===== config.mk =====
export PLATFORM = sky130hd
export DESIGN_NAME = fpsa_ctrl
export DESIGN_NICKNAME = d
export VERILOG_FILES = /design/src/sv/fpsa_pkg.sv /design/src/sv/fpsa_ctrl.sv
export VERILOG_INCLUDE_DIRS = /design/src /design/src/sv
export SDC_FILE = /design/constraint.sdc
export NUM_CORES = 1
export LEC_CHECK = 0
export BUFFER_PORTS_ARGS = -buffer_cell sky130_fd_sc_hd__buf_2
export CORE_ASPECT_RATIO = 1.2
export CORE_MARGIN = 8
export CORE_UTILIZATION = 30
export DETAILED_ROUTE_END_ITERATION = 10
export PLACE_DENSITY = 0.48
export SETUP_SLACK_MARGIN = 0.15
export SYNTH_ARGS = -nofsm -noshare
export SYNTH_HDL_FRONTEND = slang
export SYNTH_SLANG_ARGS = --single-unit

===== constraint.sdc =====
create_clock -name i_clk -period 3.9 [get_ports i_clk]
set_clock_uncertainty 0.2 [all_clocks]
set_input_delay 0 -clock i_clk [delete_from_list [all_inputs] [get_ports i_clk]]
set_output_delay 0 -clock i_clk [all_outputs]
set_load 0.05 [all_outputs]

===== src/sv/assert_macros.svh =====
// ----------------------------------------------------------------------------
// Assertion macros
// Concurrent assertion wrappers, empty under synthesis.
// ----------------------------------------------------------------------------
`ifndef ASSERT_MACROS_SVH
`define ASSERT_MACROS_SVH
`ifndef SYNTHESIS
`define ASSERT_ALWAYS(lbl, clk, rstn, prop, msg) \
    lbl: assert property (@(posedge clk) disable iff (!rstn) (prop)) else $error(msg);
`define ASSERT_IMPLY(lbl, clk, rstn, ante, cons, msg) \
    lbl: assert property (@(posedge clk) disable iff (!rstn) (ante) |-> (cons)) else $error(msg);
`else
`define ASSERT_ALWAYS(lbl, clk, rstn, prop, msg)
`define ASSERT_IMPLY(lbl, clk, rstn, ante, cons, msg)
`endif
`endif


===== src/sv/fpsa_pkg.sv =====
// ----------------------------------------------------------------------------
// fpsa_pkg
// Shared constants and types of the segment allocator.
// ----------------------------------------------------------------------------
package fpsa_pkg;

    localparam int MAX_SEGMENTS_DEF = 64;
    localparam int ADDRESS_BITS_DEF = 32;
    localparam int ID_BITS_DEF      = 16;

    localparam logic [63:0] MEM_SIZE_RESET = 64'h0000_0000_0001_0000;

    localparam logic       CMD_ALLOC = 1'b0;
    localparam logic       CMD_FREE  = 1'b1;

    localparam logic [1:0] FIT_BEST  = 2'd1;
    localparam logic [1:0] FIT_WORST = 2'd2;

    localparam logic       REG_MEM_SIZE   = 1'b0;
    localparam logic       REG_FIT_POLICY = 1'b1;

    localparam logic [2:0] ST_OK    = 3'd0;
    localparam logic [2:0] ST_NOFIT = 3'd1;
    localparam logic [2:0] ST_NOID  = 3'd2;
    localparam logic [2:0] ST_FULL  = 3'd3;
    localparam logic [2:0] ST_NOIDS = 3'd4;

    typedef struct packed {
        logic [2:0]  status;
        logic [15:0] granted_id;
        logic [31:0] granted_address;
        logic [31:0] used_bytes;
        logic [31:0] free_bytes;
        logic [31:0] largest_free;
    } t_result;

endpackage


===== src/sv/fpsa_ctrl.sv =====
// ----------------------------------------------------------------------------
// fpsa_ctrl
// Sequencer: fit scan, table shifts, coalescing and byte totals.
// ----------------------------------------------------------------------------
`include "assert_macros.svh"

module fpsa_ctrl #(
    parameter int MAX_SEGMENTS = 64,
    parameter int ADDRESS_BITS = 32,
    parameter int ID_BITS      = 16,
    localparam int IW = $clog2(MAX_SEGMENTS),
    localparam int EW = 2 * ADDRESS_BITS + 1 + ID_BITS
) (
    input  logic                    i_clk,
    input  logic                    i_rst_n,
    input  logic                    i_start,
    input  logic                    i_command,
    input  logic [31:0]             i_request_size,
    input  logic [15:0]             i_release_id,
    input  logic [ADDRESS_BITS-1:0] i_mem_size,
    input  logic [1:0]              i_policy,
    input  logic                    i_rebuild,
    input  logic                    i_out_free,
    output logic                    o_ready,
    output logic                    o_done,
    output fpsa_pkg::t_result       o_result,
    output logic                    o_wr_en,
    output logic [IW-1:0]           o_wr_addr,
    output logic [EW-1:0]           o_wr_data,
    output logic [IW-1:0]           o_rd_addr,
    input  logic [EW-1:0]           i_rd_data
);

    localparam int AB = ADDRESS_BITS;
    localparam int CW = IW + 1;
    localparam logic [CW-1:0]      SEG_MAX  = CW'(MAX_SEGMENTS);
    localparam logic [ID_BITS:0]   ID_LIMIT = (ID_BITS+1)'(1) << ID_BITS;

    typedef enum logic [3:0] {
        S_INIT, S_IDLE, S_WAIT, S_SCAN_CHK, S_SCAN_EV, S_SCAN_END,
        S_INS, S_INS2, S_MV_CHK, S_MV_WR, S_FREE_NX, S_FREE_NXEV,
        S_FREE_PV, S_FREE_PVEV, S_TOT_CHK, S_TOT_EV
    } t_state;

    t_state r_state, n_state, r_after, n_after, r_ret, n_ret, r_done_st, n_done_st;
    logic             r_cmd, n_cmd;
    logic [31:0]      r_size, n_size;
    logic [15:0]      r_rid, n_rid;
    logic [CW-1:0]    r_idx, n_idx, r_count, n_count, r_pick, n_pick;
    logic [CW-1:0]    r_dst, n_dst, r_mvcnt, n_mvcnt;
    logic             r_up, n_up, r_found, n_found, r_fin, n_fin;
    logic [ID_BITS:0] r_idc, n_idc;
    logic [AB-1:0]    r_pstart, n_pstart, r_plen, n_plen, r_big, n_big;
    logic [IW-1:0]    r_ra, n_ra;
    logic [2:0]       r_status, n_status;
    logic [15:0]      r_gid, n_gid;
    logic [31:0]      r_gaddr, n_gaddr, r_used, n_used, r_free, n_free;

    logic [AB-1:0]      d_start, d_len, rest;
    logic               d_free, fit, better;
    logic [ID_BITS-1:0] d_own;

    assign d_start = i_rd_data[EW-1 -: AB];
    assign d_len   = i_rd_data[EW-1-AB -: AB];
    assign d_free  = i_rd_data[ID_BITS];
    assign d_own   = i_rd_data[ID_BITS-1:0];
    assign rest    = AB'(64'(r_plen) - 64'(r_size));
    assign fit     = d_free && (64'(d_len) >= 64'(r_size));
    assign better  = !r_found
                   || ((i_policy == fpsa_pkg::FIT_BEST) && (d_len < r_plen))
                   || ((i_policy == fpsa_pkg::FIT_WORST) && (d_len > r_plen));

    assign o_ready   = (r_state == S_IDLE);
    assign o_done    = r_fin && i_out_free;
    assign o_rd_addr = r_ra;
    assign o_result  = '{status: r_status, granted_id: r_gid, granted_address: r_gaddr,
                         used_bytes: r_used, free_bytes: r_free,
                         largest_free: 32'(r_big)};

    always_comb begin
        n_state = r_state;   n_after = r_after;   n_ret = r_ret;   n_done_st = r_done_st;
        n_cmd = r_cmd;       n_size = r_size;     n_rid = r_rid;
        n_idx = r_idx;       n_count = r_count;   n_pick = r_pick;
        n_dst = r_dst;       n_mvcnt = r_mvcnt;   n_up = r_up;
        n_found = r_found;   n_fin = r_fin;       n_idc = r_idc;
        n_pstart = r_pstart; n_plen = r_plen;     n_big = r_big;
        n_ra = r_ra;         n_status = r_status; n_gid = r_gid;
        n_gaddr = r_gaddr;   n_used = r_used;     n_free = r_free;
        o_wr_en = 1'b0;
        o_wr_addr = r_pick[IW-1:0];
        o_wr_data = '0;
        case (r_state)
            S_INIT: begin
                o_wr_en   = 1'b1;
                o_wr_addr = '0;
                o_wr_data = {AB'(0), i_mem_size, 1'b1, ID_BITS'(0)};
                n_count   = CW'(1);
                n_idc     = (ID_BITS+1)'(1);
                n_state   = S_IDLE;
            end
            S_IDLE: begin
                if (i_start) begin
                    n_cmd    = i_command;
                    n_size   = i_request_size;
                    n_rid    = i_release_id;
                    n_idx    = '0;
                    n_found  = 1'b0;
                    n_status = fpsa_pkg::ST_OK;
                    n_gid    = '0;
                    n_gaddr  = '0;
                    n_state  = S_SCAN_CHK;
                    if (i_command == fpsa_pkg::CMD_ALLOC) begin
                        if (r_idc[ID_BITS]) begin
                            n_status = fpsa_pkg::ST_NOIDS;
                            n_state  = S_TOT_CHK;
                        end else if (i_request_size == '0) begin
                            n_status = fpsa_pkg::ST_NOFIT;
                            n_state  = S_TOT_CHK;
                        end
                    end else if (i_release_id == '0) begin
                        n_status = fpsa_pkg::ST_NOID;
                        n_state  = S_TOT_CHK;
                    end
                    n_used = '0;
                    n_free = '0;
                    n_big  = '0;
                end
            end
            S_WAIT: begin
                n_state = r_after;
            end
            S_SCAN_CHK: begin
                if (r_idx == r_count) begin
                    n_state = S_SCAN_END;
                end else begin
                    n_ra    = r_idx[IW-1:0];
                    n_after = S_SCAN_EV;
                    n_state = S_WAIT;
                end
            end
            S_SCAN_EV: begin
                n_idx   = r_idx + CW'(1);
                n_state = S_SCAN_CHK;
                if (r_cmd == fpsa_pkg::CMD_ALLOC) begin
                    if (fit && better) begin
                        n_found  = 1'b1;
                        n_pick   = r_idx;
                        n_pstart = d_start;
                        n_plen   = d_len;
                    end
                end else if (!d_free && (64'(d_own) == 64'(r_rid))) begin
                    n_found  = 1'b1;
                    n_pick   = r_idx;
                    n_pstart = d_start;
                    n_plen   = d_len;
                    n_state  = S_FREE_NX;
                end
            end
            S_SCAN_END: begin
                n_state = S_TOT_CHK;
                if (!r_found) begin
                    n_status = (r_cmd == fpsa_pkg::CMD_ALLOC) ? fpsa_pkg::ST_NOFIT
                                                              : fpsa_pkg::ST_NOID;
                end else if (rest != '0) begin
                    if (r_count == SEG_MAX) begin
                        n_status = fpsa_pkg::ST_FULL;
                    end else begin
                        n_up    = 1'b1;
                        n_dst   = r_count;
                        n_mvcnt = r_count - r_pick - CW'(1);
                        n_ret   = S_INS;
                        n_state = S_MV_CHK;
                    end
                end else begin
                    o_wr_en   = 1'b1;
                    o_wr_data = {r_pstart, r_plen, 1'b0, ID_BITS'(r_idc)};
                    n_gid     = 16'(r_idc);
                    n_gaddr   = 32'(r_pstart);
                    n_idc     = r_idc + (ID_BITS+1)'(1);
                end
            end
            S_INS: begin
                o_wr_en   = 1'b1;
                o_wr_addr = IW'(r_pick + CW'(1));
                o_wr_data = {AB'(64'(r_pstart) + 64'(r_size)), rest, 1'b1, ID_BITS'(0)};
                n_count   = r_count + CW'(1);
                n_state   = S_INS2;
            end
            S_INS2: begin
                o_wr_en   = 1'b1;
                o_wr_data = {r_pstart, AB'(r_size), 1'b0, ID_BITS'(r_idc)};
                n_gid     = 16'(r_idc);
                n_gaddr   = 32'(r_pstart);
                n_idc     = r_idc + (ID_BITS+1)'(1);
                n_state   = S_TOT_CHK;
            end
            S_MV_CHK: begin
                if (r_mvcnt == '0) begin
                    n_state = r_ret;
                end else begin
                    n_ra    = r_up ? IW'(r_dst - CW'(1)) : IW'(r_dst + CW'(1));
                    n_after = S_MV_WR;
                    n_state = S_WAIT;
                end
            end
            S_MV_WR: begin
                o_wr_en   = 1'b1;
                o_wr_addr = r_dst[IW-1:0];
                o_wr_data = i_rd_data;
                n_dst     = r_up ? (r_dst - CW'(1)) : (r_dst + CW'(1));
                n_mvcnt   = r_mvcnt - CW'(1);
                n_state   = S_MV_CHK;
            end
            S_FREE_NX: begin
                if ((r_pick + CW'(1)) < r_count) begin
                    n_ra    = IW'(r_pick + CW'(1));
                    n_after = S_FREE_NXEV;
                    n_state = S_WAIT;
                end else begin
                    n_state = S_FREE_PV;
                end
            end
            S_FREE_NXEV: begin
                n_state = S_FREE_PV;
                if (d_free) begin
                    n_plen  = AB'(64'(r_plen) + 64'(d_len));
                    n_up    = 1'b0;
                    n_dst   = r_pick + CW'(1);
                    n_mvcnt = r_count - r_pick - CW'(2);
                    n_count = r_count - CW'(1);
                    n_ret   = S_FREE_PV;
                    n_state = S_MV_CHK;
                end
            end
            S_FREE_PV: begin
                if (r_pick != '0) begin
                    n_ra    = IW'(r_pick - CW'(1));
                    n_after = S_FREE_PVEV;
                    n_state = S_WAIT;
                end else begin
                    o_wr_en   = 1'b1;
                    o_wr_data = {r_pstart, r_plen, 1'b1, ID_BITS'(0)};
                    n_state   = S_TOT_CHK;
                end
            end
            S_FREE_PVEV: begin
                o_wr_en = 1'b1;
                n_state = S_TOT_CHK;
                if (d_free) begin
                    o_wr_addr = IW'(r_pick - CW'(1));
                    o_wr_data = {d_start, AB'(64'(d_len) + 64'(r_plen)), 1'b1, ID_BITS'(0)};
                    n_up      = 1'b0;
                    n_dst     = r_pick;
                    n_mvcnt   = r_count - r_pick - CW'(1);
                    n_count   = r_count - CW'(1);
                    n_ret     = S_TOT_CHK;
                    n_state   = S_MV_CHK;
                end else begin
                    o_wr_data = {r_pstart, r_plen, 1'b1, ID_BITS'(0)};
                end
            end
            S_TOT_CHK: begin
                if (n_idx == '0 && r_done_st != S_TOT_CHK) begin
                    n_idx = '0;
                end
                if (r_done_st != S_TOT_CHK) begin
                    n_done_st = S_TOT_CHK;
                    n_idx     = '0;
                    n_used    = '0;
                    n_free    = '0;
                    n_big     = '0;
                end else if (r_idx == r_count) begin
                    n_fin = 1'b1;
                    if (r_fin && i_out_free) begin
                        n_fin     = 1'b0;
                        n_done_st = S_IDLE;
                        n_state   = S_IDLE;
                    end
                end else begin
                    n_ra    = r_idx[IW-1:0];
                    n_after = S_TOT_EV;
                    n_state = S_WAIT;
                end
            end
            S_TOT_EV: begin
                if (d_free) begin
                    n_free = r_free + 32'(d_len);
                    if (d_len > r_big) begin
                        n_big = d_len;
                    end
                end else begin
                    n_used = r_used + 32'(d_len);
                end
                n_idx   = r_idx + CW'(1);
                n_state = S_TOT_CHK;
            end
            default: begin
                n_state = S_INIT;
            end
        endcase
        if (i_rebuild) begin
            n_state   = S_INIT;
            n_fin     = 1'b0;
            n_done_st = S_IDLE;
        end
    end

    always_ff @(posedge i_clk) begin
        if (!i_rst_n) begin
            r_state <= S_INIT;   r_after <= S_IDLE;  r_ret <= S_IDLE;  r_done_st <= S_IDLE;
            r_count <= CW'(1);   r_idc <= (ID_BITS+1)'(1);
            r_fin <= 1'b0;       r_found <= 1'b0;    r_up <= 1'b0;
            r_idx <= '0;         r_pick <= '0;       r_dst <= '0;      r_mvcnt <= '0;
            r_ra <= '0;          r_cmd <= 1'b0;      r_size <= '0;     r_rid <= '0;
            r_pstart <= '0;      r_plen <= '0;       r_big <= '0;      r_status <= '0;
            r_gid <= '0;         r_gaddr <= '0;      r_used <= '0;     r_free <= '0;
        end else begin
            r_state <= n_state;  r_after <= n_after; r_ret <= n_ret;   r_done_st <= n_done_st;
            r_count <= n_count;  r_idc <= n_idc;
            r_fin <= n_fin;      r_found <= n_found; r_up <= n_up;
            r_idx <= n_idx;      r_pick <= n_pick;   r_dst <= n_dst;   r_mvcnt <= n_mvcnt;
            r_ra <= n_ra;        r_cmd <= n_cmd;     r_size <= n_size; r_rid <= n_rid;
            r_pstart <= n_pstart; r_plen <= n_plen;  r_big <= n_big;   r_status <= n_status;
            r_gid <= n_gid;      r_gaddr <= n_gaddr; r_used <= n_used; r_free <= n_free;
        end
    end

    `ASSERT_ALWAYS(a_count_range, i_clk, i_rst_n, (r_count != '0) && (r_count <= SEG_MAX), "segment count out of range")
    `ASSERT_ALWAYS(a_id_limit, i_clk, i_rst_n, r_idc <= ID_LIMIT, "id counter past limit")
    `ASSERT_IMPLY(a_wr_in_table, i_clk, i_rst_n, o_wr_en, CW'(o_wr_addr) <= r_count, "table write beyond fill")
    `ASSERT_IMPLY(a_done_idle, i_clk, i_rst_n, o_done && !i_rebuild, ##1 (r_state == S_IDLE), "result without return to idle")

endmodule


# After elaboration in Yosys (flattened, before gate mapping)
# Cells that the tools add are included.
# op_classes
n_addsub	17
multipliers	0
div_mod_pow	0
order_cmp	5
eq_ne	46
n_shift	0
n_mux	123
n_bitwise	2
n_reduce_logical	58
# op_table
operator	n
$pmux 81 s7	1
$mux 32	15
$pmux 32 s3	4
$mux 81	4
$add 32x32->32	4
$mux 7	18
$mux 4	26
$gt 32x32->1	2
$pmux 32 s2	1
$pmux 4 s15	1
$pmux 7 s4	2
$pmux 17 s3	1
$mux 16	3
$pmux 16 s3	1
$mux 6	7
$pmux 7 s3	2
$mux 3	12
$mux 17	2
$ne 2x2->1 const B	17
$eq 4x4->1 const B	8
$ge 32x32->1	1
$logic_not 32->1	1
$lt 32x32->1	1
$reduce_bool 32->1	1
other kinds (48)	116
# totals
ff_bits	337
latch_bits	0
mem_bits_rw	0
mem_bits_ro	0
inputBits	169
output_inout_bits	243
memories	0

# Longest topological paths before layout
# logic_depth
word_depth	8
ltp_mapped	18
mapped_depth_nobuf	15

# Worst setup path before layout
# Ideal clock, no wire load.
# synth_timing
path_kind	flip-flop to output port
from	reg r_size[1]
to	out o_wr_data[18]
arrival_ns	4.513
required_time_ns	3.700
setup_slack_ns	-0.813
path_stages_with_launch	15
path_buffers	1
cell_sequence	dfxtp_1 > inv_1 > ha_1 > nor2b_1 > o31ai_1 > a211oi_1 > or3_1 > a211o_1 > a2111oi_0 > nand4_1 > nor4_4 > and4_1 > buf_2 > nor2_1 > o21ai_0
# synth_between
elab_chain_len	5
# synth_rtl
element	line_no	rtl
from (decl)	fpsa_ctrl.sv:47	logic [31:0] r_size, n_size;
from (signal assigned)	fpsa_ctrl.sv:322	r_ra <= n_ra; r_cmd <= n_cmd; r_size <= n_size; r_rid <= n_rid;
$sub 32x32->32	fpsa_ctrl.sv:67	assign rest = AB'(64'(r_plen) - 64'(r_size));
$reduce_bool 32->1	fpsa_ctrl.sv:164	end else if (rest != '0) begin
$mux 81	fpsa_ctrl.sv:164	
$mux 81	fpsa_ctrl.sv:161	if (!r_found) begin
$pmux 81 s7 (*)	fpsa_ctrl.sv:92	case (r_state)
to (decl)	fpsa_ctrl.sv:29	output logic [EW-1:0] o_wr_data,
# Mark *: on every way between the ends. The rest lies on a longest branch, timed or not.

# Final worst setup path
# layout_timing
from	reg r_size[4]
to	reg r_gid[8]
# layout_between
elab_chain_len	4
# layout_rtl
element	line_no	rtl
$sub 32x32->32	fpsa_ctrl.sv:67	
$reduce_bool 32->1	fpsa_ctrl.sv:164	
$ne 2x2->1 (no line)	-	
$reduce_and 4->1 (no line)	-	
to (signal assigned)	fpsa_ctrl.sv:324	r_gid <= n_gid; r_gaddr <= n_gaddr; r_used <= n_used; r_free <= n_free;
to (decl)	fpsa_ctrl.sv:56	logic [15:0] r_gid, n_gid;
# No other way between the ends.
# A chain may end at the register's enable or synchronous reset.

==> impl_metrics.yaml <==
logic_synthesis:
  netlist_area_um2: 27600
  synth.distinct_cells: 82
  postSynthAreaPerCell_um2: 7.65
  syn_nets: 4059
  synthCells: 3605
  synth-seq-cells: 334
  async_flop_share_pct: 0
  synth_seq_area_share_pct: 24.3
  synth_edf_count: 0
  yosysWarnings: 0
  synth_ff_type: "dfxtp_1"
routing:
  drt_iter0_drc: 2274
  vias: 31800
  drc: 0
  drtAntennaViolNets: 0
  firstDrtPassIters: 8
  via_per_inst: 5.47
  drt-total-wl_mm: 133
  wire_per_inst_um: 22.9
place:
  postPlaceCellArea_um2: 35000
  gp_congestion: 0.940
  port_buffers: 411
  dp.cells: 5417
  hpwl_mm: 100
  place_ws_ns: -0.601
layout:
  fin_cells: 5814
  fin_util_pct: 45.2
  fin_area_um2: 41400
  syn2layout_area_growth_pct: 50.2
  fin_nets: 5052
  drive_above_1_share_pct: 27.7
  final_cell_mix: "414 x nand2_1, 388 x buf_4, 327 x buf_2"
  final_common_cell: "nand2_1"
worst_setup_path:
  cp_num_buf_inv: 7
  crit_top_cell: "buf_6"
  r2r-start: "r_size[4]$_SDFFE_PN0P_"
  r2r-end: "r_gid[8]$_SDFFE_PN0P_"
  worst_r2r_path_depth: 19
  regToRegSetupSlack_ns: -0.88
  worstPathArrival_ns: 5.10
  cp.required_ns: 4.22
  cp-start-kind: "flop"
  cp_top_family: "compound AO/OA/AOI/OAI gates"
  crit_path_cell_trace: "inv_2 > ha_4 > a21o_4 > or2_4 > o21a_4 > a2111o_1 > a41o_1 > a31o_4 > xor2_4 > nor4_4 > buf_4 > nand4_1 > buf_4 > buf_6 > buf_6 > a221o_2 > buf_12 > buf_6 > a32o_1"
  worstSetupEndpointType: "flop"
  max_stage_delay_ns: 0.46
  worstPathMaxFanout: 7
  critical_path.slowest_cell: "a2111o_1"
  path_class: "reg2reg"
grt:
  grt_max_degree: 77
  grt_pass1_wl_mm: 197
  grt-ovfl-total: 0
  grt_usage_pct: 24.7
  antenna_found_initial: 7
  grt_pass1_vias: 31500
floorplanning:
  coreArea_um2: 91600
  die_area_um2: 102000
  die_y_um: 348
  rows: 122
  ios: 412
  die_w_um: 293
  initial_core_util_pct: 30.1
hold_path:
  hold_path.class: "in2reg"
  min_to: "r_pstart[31]$_SDFFE_PN0P_"
  hp-start: "i_rd_data[80]"
  hold_path_depth: 4
pwr:
  peakVddDrop_v: 0.000279
  p_leak_nw: 18.0
  p_per_area_nw_per_um2: 240
  total_power_mw: 9.93
timing:
  post-route-period-util_pct: 123
  finalSetupTns_ns: -124.01
  rsz0062_at_grt: "yes"
  max_freq_mhz: 209
  relSlewSlack_pct: 31.1
  period_minus_slack_ns: 4.78
  slew_violations: 0
  setup_ws_ns: -0.878
  finalHoldViolCount: 0
  worstMarginPinSlew_ns: 1.03
  holdWs_ns: 0.0246
  setup_viol: 169
cts:
  clk_pin_slew_ns: 0.06
  cts_buffer_depth: 3
  numCtsBuffers: 45
  cts_tree: "built"
  htreeDepth: 2
  cts_sinks: 334
  clkLatencyLatePin_ns: 0.63
  cts_root_buffer: "clkbuf_16"
run:
  cap_violations: 0
run_status:
  violations: "setup timing"
  status: "complete, but fails checks"
[cell families (layout without fill, tap and decap cells)]
logic type | Yosys count | count (layout) | share of synthesized area [%]
buffers and inverters | 407 | 1435 | 5.66
adders and majority gates | 285 | 285 | 13.1
DFF | 334 | 334 | 24.3
muxes | 95 | 95 | 3.46
AOI/OAI and AO/OA | 1031 | 1031 | 26.1
and+or+nand+nor | 1266 | 1266 | 21.5
other | 0 | 3 | 0
xor gates and xnor gates | 187 | 187 | 5.94
[worst max path at each step]
stage                           startpoint                       to  slack (ns)  cells past startpoint
detailed placement  r_plen[0]$_SDFFE_PN0P_  r_gaddr[3]$_SDFFE_PN0P_       -0.60                     17
finish              r_size[4]$_SDFFE_PN0P_    r_gid[8]$_SDFFE_PN0P_       -0.88                     19
floorplan           r_size[4]$_SDFFE_PN0P_            o_wr_data[80]       -0.25                     14
CTS                 r_plen[0]$_SDFFE_PN0P_            o_wr_data[23]       -0.88                     17
global route        r_size[1]$_SDFFE_PN0P_    r_gid[8]$_SDFFE_PN0P_       -1.03                     20
global placement    r_plen[0]$_SDFFE_PN0P_  r_gaddr[5]$_SDFFE_PN0P_       -0.55                     17
[per-layer routing]
layer / share of wire, % / GRT usage (%) / routed length (um)
met5: 0 / 0 / 0
met4: 3.4 / 7.73 / 4480
met3: 6.9 / 4.40 / 9240
met2: 44 / 39.8 / 59000
met1: 45 / 33.5 / 60300
[cell type report]
cell class	instances	area (um2)
Antenna cell	3	7.51
Fill cell	9104	50200
Inverter	209	798
Multi-Input combinational cell	2864	21000
Sequential cell	334	6730
Tap cell	1178	1470
Clock inverter	22	230
Clock buffer	60	1280
Timing Repair Buffer	1144	9890
[report_power, final]
| part | internal [mW] | leakage (nW) | switching [mW] |
|---|---|---|---|
| logic | 0.949 | 14.6 | 1.14 |
| registers | 3.43 | 2.71 | 0.0148 |
| clock network | 2.52 | 0.745 | 1.88 |
[registers in the layout, summed over array words and instances (netlist names), 3 cells and up]
name       cells
o_rd_addr      6
r_after        4
r_big         32
r_count        7
r_dst          6
r_free        32
r_gaddr       32
r_gid         16
r_idc         17
r_idx          7
r_mvcnt        7
r_pick         7
r_plen        32
r_pstart      32
r_ret          4
r_rid         16
r_size        32
r_state        4
r_status       3
r_used        32
[worst register-to-register path: stages (launching register included)]
cell and delay [ns]:
dfxtp_2 0.34, inv_2 0.05, ha_4 0.24, a21o_4 0.23
or2_4 0.24, o21a_4 0.23, a2111o_1 0.46, a41o_1 0.29
a31o_4 0.26, xor2_4 0.16, nor4_4 0.35, buf_4 0.18
nand4_1 0.10, buf_4 0.16, buf_6 0.10, buf_6 0.10
a221o_2 0.45, buf_12 0.19, buf_6 0.13, a32o_1 0.20
[Yosys cell counts, types with 29 or more instances]
library cell,number,share of area [%]
o21ai_0,142,2.6
dfxtp_1,334,24
inv_1,207,2.8
o221ai_1,65,2.1
a21oi_1,281,5.1
nand4_1,53,1.2
xor2_1,65,2.1
a221o_1,55,2.0
nor4_1,33,0.75
nor2_1,285,3.9
o21a_1,34,0.93
nand2b_1,44,1.0
o211ai_1,42,1.1
a21o_1,88,2.4
nand3_1,203,3.7
xnor2_1,122,3.9
and3_1,30,0.68
a211oi_1,39,1.1
mux2i_1,92,3.3
nand2_1,417,5.7
ha_1,278,13
a222oi_1,29,1.1
clkbuf_1,174,2.4
nor2b_1,42,0.95
nor3_1,64,1.2
[timing repair]
item | in CTS | in global routing
pin swaps | 92 | 57
endpoints found under the setup margin | 241 | 258
setup buffers | 37 | 17
resized for setup | 245 | 163
cloned | 6 | 1
hold endpoints to repair | 233 | 0
hold buffers | 251 | 0
No activity file was read; power rests on OpenSTA's default activity.
